`src/design/chacha_pkg.sv`:
```
`default_nettype none

package chacha_pkg;

   localparam int DOUBLE_ROUNDS = 10;
   localparam int DBL_W = $clog2(DOUBLE_ROUNDS);

   localparam logic [31:0] SIGMA_0 = 32'h61707865;
   localparam logic [31:0] SIGMA_1 = 32'h3320646e;
   localparam logic [31:0] SIGMA_2 = 32'h79622d32;
   localparam logic [31:0] SIGMA_3 = 32'h6b206574;

   localparam int CSR_IDX_W = 3;
   localparam logic [CSR_IDX_W-1:0] REG_KEY_0         = 3'd0;
   localparam logic [CSR_IDX_W-1:0] REG_KEY_1         = 3'd1;
   localparam logic [CSR_IDX_W-1:0] REG_KEY_2         = 3'd2;
   localparam logic [CSR_IDX_W-1:0] REG_KEY_3         = 3'd3;
   localparam logic [CSR_IDX_W-1:0] REG_NONCE_LOW     = 3'd4;
   localparam logic [CSR_IDX_W-1:0] REG_NONCE_HIGH    = 3'd5;
   localparam logic [CSR_IDX_W-1:0] REG_FIRST_COUNTER = 3'd6;

   typedef logic [31:0] word_type;
   typedef word_type [3:0] row_type;

   typedef struct packed {
      logic [63:0] key_0;
      logic [63:0] key_1;
      logic [63:0] key_2;
      logic [63:0] key_3;
      logic [63:0] nonce_low;
      logic [31:0] nonce_high;
      logic [31:0] first_counter;
   } cfg_type;

   typedef struct packed {
      logic        start;
      logic [31:0] counter;
   } core_cmd_type;

   function automatic row_type rotl_row(row_type r, logic [1:0] k);
      row_type res;
      logic [1:0] idx;
      for (int j = 0; j < 4; j++) begin
         idx = 2'(j) + k;
         res[j] = r[idx];
      end
      return res;
   endfunction

endpackage

`default_nettype wire

```
`src/design/chacha_csr.sv`:
```
`default_nettype none

module chacha_csr
   import chacha_pkg::*;
(
   input  wire logic                 clock,
   input  wire logic                 reset,
   input  wire logic                 csr_valid,
   output logic                      csr_ready,
   input  wire logic [CSR_IDX_W-1:0] csr_index,
   input  wire logic [63:0]          csr_data,
   output cfg_type                   cfg
);

   cfg_type cfg_ff;
   cfg_type cfg_in;

   assign csr_ready = 1'b1;
   assign cfg = cfg_ff;

   always_comb begin
      cfg_in = cfg_ff;
      if (csr_valid) begin
         unique case (csr_index)
            REG_KEY_0:         cfg_in.key_0 = csr_data;
            REG_KEY_1:         cfg_in.key_1 = csr_data;
            REG_KEY_2:         cfg_in.key_2 = csr_data;
            REG_KEY_3:         cfg_in.key_3 = csr_data;
            REG_NONCE_LOW:     cfg_in.nonce_low = csr_data;
            REG_NONCE_HIGH:    cfg_in.nonce_high = csr_data[31:0];
            REG_FIRST_COUNTER: cfg_in.first_counter = csr_data[31:0];
            default: ;
         endcase
      end
   end

   always_ff @(posedge clock) begin
      if (reset) begin
         cfg_ff <= '{key_0: 64'd0, key_1: 64'd0, key_2: 64'd0, key_3: 64'd0,
                     nonce_low: 64'd0, nonce_high: 32'd0, first_counter: 32'd1};
      end else begin
         cfg_ff <= cfg_in;
      end
   end

endmodule

`default_nettype wire

```
`src/design/chacha_qr.sv`:
```
`default_nettype none

module chacha_qr
   import chacha_pkg::*;
(
   input  wire word_type a_i,
   input  wire word_type b_i,
   input  wire word_type c_i,
   input  wire word_type d_i,
   input  wire logic     phase,
   output word_type      a_o,
   output word_type      b_o,
   output word_type      c_o,
   output word_type      d_o
);

   word_type dx;
   word_type bx;

   // The first half rotates by 16 and 12, the second half by 8 and 7.
   always_comb begin
      a_o = a_i + b_i;
      dx  = d_i ^ a_o;
      d_o = phase ? {dx[23:0], dx[31:24]} : {dx[15:0], dx[31:16]};
      c_o = c_i + d_o;
      bx  = b_i ^ c_o;
      b_o = phase ? {bx[24:0], bx[31:25]} : {bx[19:0], bx[31:20]};
   end

endmodule

`default_nettype wire

```
`src/design/chacha_core.sv`:
```
`default_nettype none

module chacha_core
   import chacha_pkg::*;
(
   input  wire logic         clock,
   input  wire logic         reset,
   input  wire cfg_type      cfg,
   input  wire core_cmd_type cmd,
   input  wire logic [2:0]   pos,
   output logic              done,
   output logic [63:0]       ks_word
);

   typedef enum logic [2:0] {
      C_IDLE  = 3'b001,
      C_ROUND = 3'b010,
      C_FINAL = 3'b100
   } core_state_type;

   core_state_type state_ff, state_in;
   row_type [3:0]  st_ff, st_in;
   row_type [3:0]  upd;
   row_type [3:0]  init_st;
   logic [31:0]    ctr_ff, ctr_in;
   logic [31:0]    init_ctr;
   logic           phase_ff, phase_in;
   logic [1:0]     col_ff, col_in;
   logic           diag_ff, diag_in;
   logic [DBL_W-1:0] dbl_ff, dbl_in;
   logic           done_ff, done_in;
   word_type       qa, qb, qc, qd;
   logic [1:0]     rr;
   logic [1:0]     rot;

   chacha_qr u_qr (
      .a_i   (st_ff[0][0]),
      .b_i   (st_ff[1][0]),
      .c_i   (st_ff[2][0]),
      .d_i   (st_ff[3][0]),
      .phase (phase_ff),
      .a_o   (qa),
      .b_o   (qb),
      .c_o   (qc),
      .d_o   (qd)
   );

   assign init_ctr = (state_ff == C_IDLE) ? cmd.counter : ctr_ff;
   assign init_st[0] = {SIGMA_3, SIGMA_2, SIGMA_1, SIGMA_0};
   assign init_st[1] = {cfg.key_1, cfg.key_0};
   assign init_st[2] = {cfg.key_3, cfg.key_2};
   assign init_st[3] = {cfg.nonce_high, cfg.nonce_low, init_ctr};

   assign done = done_ff;
   assign ks_word = {st_ff[pos[2:1]][{pos[0], 1'b1}], st_ff[pos[2:1]][{pos[0], 1'b0}]};

   // The quarter round always works on column 0. After each one the rows shift
   // left so the next column moves in; at the end of a column round the rows are
   // skewed so the diagonals line up, and at the end of a diagonal round unskewed.
   always_comb begin
      state_in = state_ff;
      st_in    = st_ff;
      ctr_in   = ctr_ff;
      phase_in = phase_ff;
      col_in   = col_ff;
      diag_in  = diag_ff;
      dbl_in   = dbl_ff;
      done_in  = 1'b0;
      upd      = st_ff;
      rr       = 2'd0;
      rot      = 2'd0;
      upd[0][0] = qa;
      upd[1][0] = qb;
      upd[2][0] = qc;
      upd[3][0] = qd;
      unique case (state_ff)
         C_IDLE: begin
            if (cmd.start) begin
               st_in    = init_st;
               ctr_in   = cmd.counter;
               phase_in = 1'b0;
               col_in   = 2'd0;
               diag_in  = 1'b0;
               dbl_in   = '0;
               state_in = C_ROUND;
            end
         end
         C_ROUND: begin
            phase_in = ~phase_ff;
            if (!phase_ff) begin
               st_in = upd;
            end else begin
               for (int r = 0; r < 4; r++) begin
                  rr = 2'(r);
                  if (col_ff != 2'd3) begin
                     rot = 2'd1;
                  end else if (diag_ff) begin
                     rot = 2'd1 - rr;
                  end else begin
                     rot = 2'd1 + rr;
                  end
                  st_in[r] = rotl_row(upd[r], rot);
               end
               col_in = col_ff + 2'd1;
               if (col_ff == 2'd3) begin
                  diag_in = ~diag_ff;
                  if (diag_ff) begin
                     dbl_in = dbl_ff + DBL_W'(1);
                     if (dbl_ff == DBL_W'(DOUBLE_ROUNDS - 1)) begin
                        state_in = C_FINAL;
                     end
                  end
               end
            end
         end
         C_FINAL: begin
            for (int r = 0; r < 4; r++) begin
               for (int c = 0; c < 4; c++) begin
                  st_in[r][c] = st_ff[r][c] + init_st[r][c];
               end
            end
            done_in  = 1'b1;
            state_in = C_IDLE;
         end
         default: state_in = C_IDLE;
      endcase
   end

   always_ff @(posedge clock) begin
      if (reset) begin
         state_ff <= C_IDLE;
         done_ff  <= 1'b0;
         phase_ff <= 1'b0;
         col_ff   <= 2'd0;
         diag_ff  <= 1'b0;
         dbl_ff   <= '0;
      end else begin
         state_ff <= state_in;
         done_ff  <= done_in;
         phase_ff <= phase_in;
         col_ff   <= col_in;
         diag_ff  <= diag_in;
         dbl_ff   <= dbl_in;
      end
   end

   always_ff @(posedge clock) begin
      st_ff  <= st_in;
      ctr_ff <= ctr_in;
   end

endmodule

`default_nettype wire

```
`src/design/chacha20_stream_cipher.sv`:
```
// ChaCha20 stream cipher, keystream per RFC 8439 (20 rounds, 96-bit nonce,
// 32-bit block counter), applied to message words of up to eight bytes.
// Input channel req_*: a beat carries req_data_in (byte 0 in bits 7:0),
// req_byte_count and req_last. Result channel rsp_*: one beat per input beat,
// with data XOR keystream, bytes beyond the count forced to zero.
// Configuration channel csr_*: key, nonce, start counter; csr_ready is tied high.
// The user writes them by index only while no message word is in flight (unenforced).
// The first word of a message and every eighth word after it start a new
// keystream block. Their result is computed by one shared half quarter-round
// unit, which runs the ten double rounds; then the input block is added and
// the output register is loaded. Every other word's result is registered in
// the cycle after its beat.
// The input stalls while a block is computed and while the output register
// is full and its receiver stalls; a stalled result holds its value.
// Reset clears the configuration (start counter to 1), the output register
// and the message position, so the next word starts a new message.
`default_nettype none

module chacha20_stream_cipher
   import chacha_pkg::*;
(
   input  wire logic                 clock,
   input  wire logic                 reset,
   input  wire logic                 req_valid,
   output logic                      req_stall,
   input  wire logic [63:0]          req_data_in,
   input  wire logic [3:0]           req_byte_count,
   input  wire logic                 req_last,
   output logic                      rsp_valid,
   input  wire logic                 rsp_stall,
   output logic [63:0]               rsp_data_out,
   output logic [3:0]                rsp_byte_count_out,
   output logic                      rsp_last_out,
   input  wire logic                 csr_valid,
   output logic                      csr_ready,
   input  wire logic [CSR_IDX_W-1:0] csr_index,
   input  wire logic [63:0]          csr_data
);

   typedef enum logic [1:0] {
      T_IDLE = 2'b01,
      T_WAIT = 2'b10
   } top_state_type;

   top_state_type state_ff, state_in;
   cfg_type       cfg;
   core_cmd_type  cmd;
   logic          core_done;
   logic [63:0]   ks_word;
   logic [2:0]    ks_pos;

   logic          in_message_ff, in_message_in;
   logic [2:0]    pos_ff, pos_in;
   logic [31:0]   counter_ff, counter_in;
   logic [63:0]   data_ff, data_in;
   logic [3:0]    count_ff, count_in;
   logic          last_ff, last_in;

   logic          rsp_valid_ff, rsp_valid_in;
   logic [63:0]   rsp_data_ff, rsp_data_in;
   logic [3:0]    rsp_count_ff, rsp_count_in;
   logic          rsp_last_ff, rsp_last_in;

   logic          accept;
   logic          load;
   logic [2:0]    pos_eff;
   logic [31:0]   ctr_eff;
   logic [63:0]   src_data;
   logic [3:0]    src_count;
   logic          src_last;
   logic [63:0]   mask;

   chacha_csr u_csr (
      .clock     (clock),
      .reset     (reset),
      .csr_valid (csr_valid),
      .csr_ready (csr_ready),
      .csr_index (csr_index),
      .csr_data  (csr_data),
      .cfg       (cfg)
   );

   chacha_core u_core (
      .clock   (clock),
      .reset   (reset),
      .cfg     (cfg),
      .cmd     (cmd),
      .pos     (ks_pos),
      .done    (core_done),
      .ks_word (ks_word)
   );

   assign req_stall = !((state_ff == T_IDLE) && (!rsp_valid_ff || !rsp_stall));
   assign accept    = req_valid && !req_stall;

   assign pos_eff = in_message_ff ? pos_ff : 3'd0;
   assign ctr_eff = in_message_ff ? counter_ff : cfg.first_counter;
   assign ks_pos  = (state_ff == T_WAIT) ? 3'd0 : pos_eff;

   assign cmd = '{start: accept && (pos_eff == 3'd0), counter: ctr_eff};

   assign src_data  = (state_ff == T_WAIT) ? data_ff : req_data_in;
   assign src_count = (state_ff == T_WAIT) ? count_ff : req_byte_count;
   assign src_last  = (state_ff == T_WAIT) ? last_ff : req_last;

   assign load = (accept && (pos_eff != 3'd0)) || ((state_ff == T_WAIT) && core_done);

   always_comb begin
      for (int i = 0; i < 8; i++) begin
         mask[8*i +: 8] = (4'(i) < src_count) ? 8'hff : 8'h00;
      end
   end

   always_comb begin
      state_in      = state_ff;
      in_message_in = in_message_ff;
      pos_in        = pos_ff;
      counter_in    = counter_ff;
      data_in       = data_ff;
      count_in      = count_ff;
      last_in       = last_ff;
      rsp_valid_in  = rsp_valid_ff && rsp_stall;
      rsp_data_in   = rsp_data_ff;
      rsp_count_in  = rsp_count_ff;
      rsp_last_in   = rsp_last_ff;
      if (accept) begin
         data_in       = req_data_in;
         count_in      = req_byte_count;
         last_in       = req_last;
         in_message_in = !req_last;
         pos_in        = pos_eff + 3'd1;
         if (pos_eff == 3'd0) begin
            counter_in = ctr_eff + 32'd1;
            state_in   = T_WAIT;
         end
      end
      if ((state_ff == T_WAIT) && core_done) begin
         state_in = T_IDLE;
      end
      if (load) begin
         rsp_valid_in = 1'b1;
         rsp_data_in  = (src_data ^ ks_word) & mask;
         rsp_count_in = src_count;
         rsp_last_in  = src_last;
      end
   end

   always_ff @(posedge clock) begin
      if (reset) begin
         state_ff      <= T_IDLE;
         in_message_ff <= 1'b0;
         pos_ff        <= 3'd0;
         counter_ff    <= 32'd0;
         rsp_valid_ff  <= 1'b0;
      end else begin
         state_ff      <= state_in;
         in_message_ff <= in_message_in;
         pos_ff        <= pos_in;
         counter_ff    <= counter_in;
         rsp_valid_ff  <= rsp_valid_in;
      end
   end

   always_ff @(posedge clock) begin
      data_ff      <= data_in;
      count_ff     <= count_in;
      last_ff      <= last_in;
      rsp_data_ff  <= rsp_data_in;
      rsp_count_ff <= rsp_count_in;
      rsp_last_ff  <= rsp_last_in;
   end

   assign rsp_valid          = rsp_valid_ff;
   assign rsp_data_out       = rsp_data_ff;
   assign rsp_byte_count_out = rsp_count_ff;
   assign rsp_last_out       = rsp_last_ff;

endmodule

`default_nettype wire
```
`config.mk`:
```
export PLATFORM = sky130hd
export DESIGN_NAME = chacha20_stream_cipher
export DESIGN_NICKNAME = d
export VERILOG_FILES = /design/src/design/chacha_pkg.sv /design/src/design/chacha_csr.sv /design/src/design/chacha_qr.sv /design/src/design/chacha_core.sv /design/src/design/chacha20_stream_cipher.sv
export SDC_FILE = /design/constraint.sdc
export NUM_CORES = 2
export LEC_CHECK = 0
export BUFFER_PORTS_ARGS = -buffer_cell sky130_fd_sc_hd__buf_4
export CAP_MARGIN = 0
export CELL_PAD_IN_SITES_DETAIL_PLACEMENT = 1
export CELL_PAD_IN_SITES_GLOBAL_PLACEMENT = 2
export CORE_ASPECT_RATIO = 0.6
export CORE_UTILIZATION = 25
export DETAILED_ROUTE_END_ITERATION = 8
export PLACE_DENSITY = 0.65
export SYNTH_ARGS = -nofsm -noshare
export SYNTH_HDL_FRONTEND = slang
export SYNTH_SLANG_ARGS = --single-unit
```
`constraint.sdc`:
```
create_clock -name clock -period 31.4 [get_ports clock]
set_input_delay 3.14 -clock clock [delete_from_list [all_inputs] [get_ports clock]]
set_output_delay 3.14 -clock clock [all_outputs]
set_load 0.01 [all_outputs]
```
==> impl_metrics.env <==
export IMPL_fin_tns_setup_ns=0
export IMPL_nNetsFinal=9999
export IMPL_maxCapViolCount=2
export IMPL_hold_viol=0
export IMPL_min_from="counter_ff[30]"
export IMPL_drt_iter0_markers=14063
export IMPL_max_slew_margin_rel=-0.0595
export IMPL_numCtsBuffers=142
export IMPL_layout_min_cycle_time_ns=8.89
export IMPL_synth_most_common_cell="nand2_1"
export IMPL_final_cell_area_um2=91700
export IMPL_htreeDepth=4
export IMPL_track_usage=0.314
export IMPL_arrival_ns=9.58
export IMPL_rsz0062_at_grt="no"
export IMPL_power_leakage_nw=34.1
export IMPL_seqCellArea_um2=29200
export IMPL_ff2ff_path_depth=22
export IMPL_drt_first_pass_iters=9
export IMPL_outcome="finished, violations left"
export IMPL_clk_pin_slew_ns=0.07
export IMPL_yosysTopAreaCell="edfxtp_1"
export IMPL_violations="DRC, capacitance limit, slew limit"
export IMPL_synthCells=9349
export IMPL_hold_path_class="register to register"
export IMPL_r2r_slack_ns=22.51
export IMPL_max_freq_ghz=0.112
export IMPL_drv_slew=8
export IMPL_synth_fp_nets=9952
export IMPL_fillCellCount=37027
export IMPL_wl_per_cell_um=38.6
export IMPL_yosysSeqAreaShare=0.364
export IMPL_worstPathRequired_ns=32.09
export IMPL_async_reset_ff_frac=0
export IMPL_yosysWarnings=0
export IMPL_clock_path_buffers=4
export IMPL_hpwl_mm=405
export IMPL_ios=213
export IMPL_syn_mean_instance_area_um2=8.57
export IMPL_crit_type="register to register"
export IMPL_tightest_slew_ns=1.58
export IMPL_drtAntennaViolNets=0
export IMPL_synthesis_area_um2=80100
export IMPL_synthToLayoutAreaGrowth_pct=14.5
export IMPL_vdd_ir_drop_max_v=0.0000439
export IMPL_antenna_found_initial=84
export IMPL_synth_area_top_cells="edfxtp_1, dfxtp_1, nand2_1, ha_1, a21oi_1"
export IMPL_die_w_um=733
export IMPL_drive_gt1_frac=0.0875
export IMPL_wirelength_mm=531
export IMPL_cts_tree="done"
export IMPL_period_share=0.283
export IMPL_synth_seq_cells=1117
export IMPL_grt_pass1_wl_mm=703
export IMPL_first_global_vias=77638
export IMPL_cts_resized=0
export IMPL_startpoint_type="register"
export IMPL_routed_via_density=6.11
export IMPL_cp_startpoint="u_core.st_ff[150]"
export IMPL_start_util=0.252
export IMPL_powerDensity_nw_per_um2=67.3
export IMPL_cts_root_buf="clkbuf_16"
export IMPL_gp_congestion=1.02
export IMPL_placed_area_um2=87200
export IMPL_overflow=0
export IMPL_dieArea_um2=323000
export IMPL_setup_violations=0
export IMPL_core_area_um2=318000
export IMPL_grt_max_degree=115
export IMPL_synth_edf_count=682
export IMPL_die_y_um=440
export IMPL_worstSkewPairLatency_ns=0.86
export IMPL_synthFlopType="edfxtp_1"
export IMPL_reg2reg_to="u_core.st_ff[254]"
export IMPL_clock_skew_ns=0.0658
export IMPL_postCtsHoldBufs=0
export IMPL_numClockSinks=1117
export IMPL_r2r_start="u_core.st_ff[150]"
export IMPL_crit_fanout=7
export IMPL_critPathCapture="u_core.st_ff[254]"
export IMPL_synthDistinctLibCells=108
export IMPL_dr_total_vias=83851
export IMPL_drc=2
export IMPL_synth_top_area_share=0.256
export IMPL_rows=160
export IMPL_multi_input_area_um2=48500
export IMPL_end_kind="register"
export IMPL_place_port_buffers=211
export IMPL_post_cts_buffers=0
export IMPL_synth_common_cells="nand2_1, a21oi_1, edfxtp_1, o21ai_0, nor2_1"
==> final cells by class <==
class	instances	area share
inverter	168	0.00697
clock buffer	204	0.0436
timing repair buffer	468	0.0393
clock inverter	46	0.00567
multi-input combinational	7499	0.528
tap	4212	0.0574
antenna	20	0.000546
sequential	1117	0.318
==> sequential cells by signal (all words and copies together), names as in the netlist <==
name,count
rsp_last_out,1
data_ff,64
u_core.diag_ff,1
rsp_byte_count_out,4
last_ff,1
u_core.phase_ff,1
in_message_ff,1
counter_ff,32
u_core.ctr_ff,32
u_core.state_ff,3
u_core.col_ff,2
count_ff,4
u_core.st_ff,512
u_core.dbl_ff,4
u_csr.cfg,384
state_ff,2
rsp_valid,1
u_core.done,1
pos_ff,3
rsp_data_out,64
==> critical path, stage by stage (launching register included) <==
cell and delay (ns):
edfxtp_1 0.80, ha_1 0.46, and2_2 0.26, and3_1 0.25, a221o_1 0.44, or3b_1 0.38, o221ai_1 0.21, xnor2_1 0.16
xnor2_1 0.78, nand2_1 0.23, a21boi_0 0.21, ha_1 0.40, a211oi_1 0.24, nor2_1 0.10, o31ai_1 0.34, a31oi_1 0.36
o31ai_1 0.71, o31ai_1 0.26, xor2_1 0.58, xor2_1 1.01, o21ai_0 0.17, o21ai_0 0.21, or3_1 0.14
==> layout by cell type (no fill, tap or decap), types with 66 or more instances in the layout <==
| cell type | count |
|---|---|
| nand2_1 | 1536 |
| a21oi_1 | 1060 |
| edfxtp_1 | 682 |
| o21ai_0 | 614 |
| nor2_1 | 546 |
| buf_4 | 459 |
| ha_1 | 447 |
| dfxtp_1 | 432 |
| mux2i_1 | 373 |
| xnor2_1 | 345 |
| xor2_1 | 241 |
| a21o_1 | 213 |
| nand3_1 | 212 |
| a221oi_1 | 174 |
| inv_1 | 160 |
| nor3_1 | 157 |
| clkbuf_16 | 143 |
| a22oi_1 | 130 |
| a31oi_1 | 99 |
| nand2b_1 | 88 |
| o211ai_1 | 87 |
| o221ai_1 | 82 |
| a222oi_1 | 75 |
| a211oi_1 | 74 |
| o21a_1 | 66 |
==> how the worst min path moves through the flow <==
stage,endpoint,slack [ns],cells after the start
6_report,counter_ff[30],0.45,2
2_1_floorplan,counter_ff[26],0.43,2
5_1_grt,counter_ff[30],0.48,2
3_3_place_gp,counter_ff[28],0.44,2
4_1_cts,counter_ff[27],0.45,2
3_5_place_dp,counter_ff[27],0.44,2
==> logic make-up (layout without fill, tap and decap cells) <==
kind of cell,after synthesis,after routing,share of synthesized area
xor+xnor,608,608,0.0685
flops,1117,1117,0.364
other cells,1,21,0.0000468
fa+ha+maj,462,462,0.0735
mux,408,408,0.0517
buf+inv,733,886,0.0356
compound gates,3108,3108,0.249
simple gates,2912,2912,0.157
==> per-layer routing <==
| metal | vias to the layer above | track usage | part of all wire |
|---|---|---|---|
| li1 | 34802 | - | - |
| met1 | 43106 | 0.478 | 0.47 |
| met2 | 5347 | 0.380 | 0.35 |
| met3 | 562 | 0.152 | 0.16 |
| met4 | 34 | 0.0702 | 0.025 |
| met5 | - | 0.00440 | 0.00078 |
==> per-stage QoR <==
step	power [mW]	worst slack (ns)	std cells	hold WS [ns]	util
after global routing	6.25	22.34	13717	0.480	0.289
after floorplan	3.00	8.18	9349	0.428	-
final	6.17	22.51	13734	0.451	0.289
after global placement	4.26	22.83	13462	0.435	0.274
after CTS	6.03	22.89	13713	0.453	0.289
after detailed placement	4.28	22.93	13463	0.444	0.274
==> where the power goes <==
| part | total (mW) | internal, mW | switching, mW | leakage [nW] |
|---|---|---|---|---|
| sequential | 1.93 | 1.69 | 0.233 | 9.93 |
| combinational | 2.50 | 0.662 | 1.84 | 22.0 |
| clock | 1.74 | 0.964 | 0.777 | 2.20 |
(Power assumes the default switching activity.)
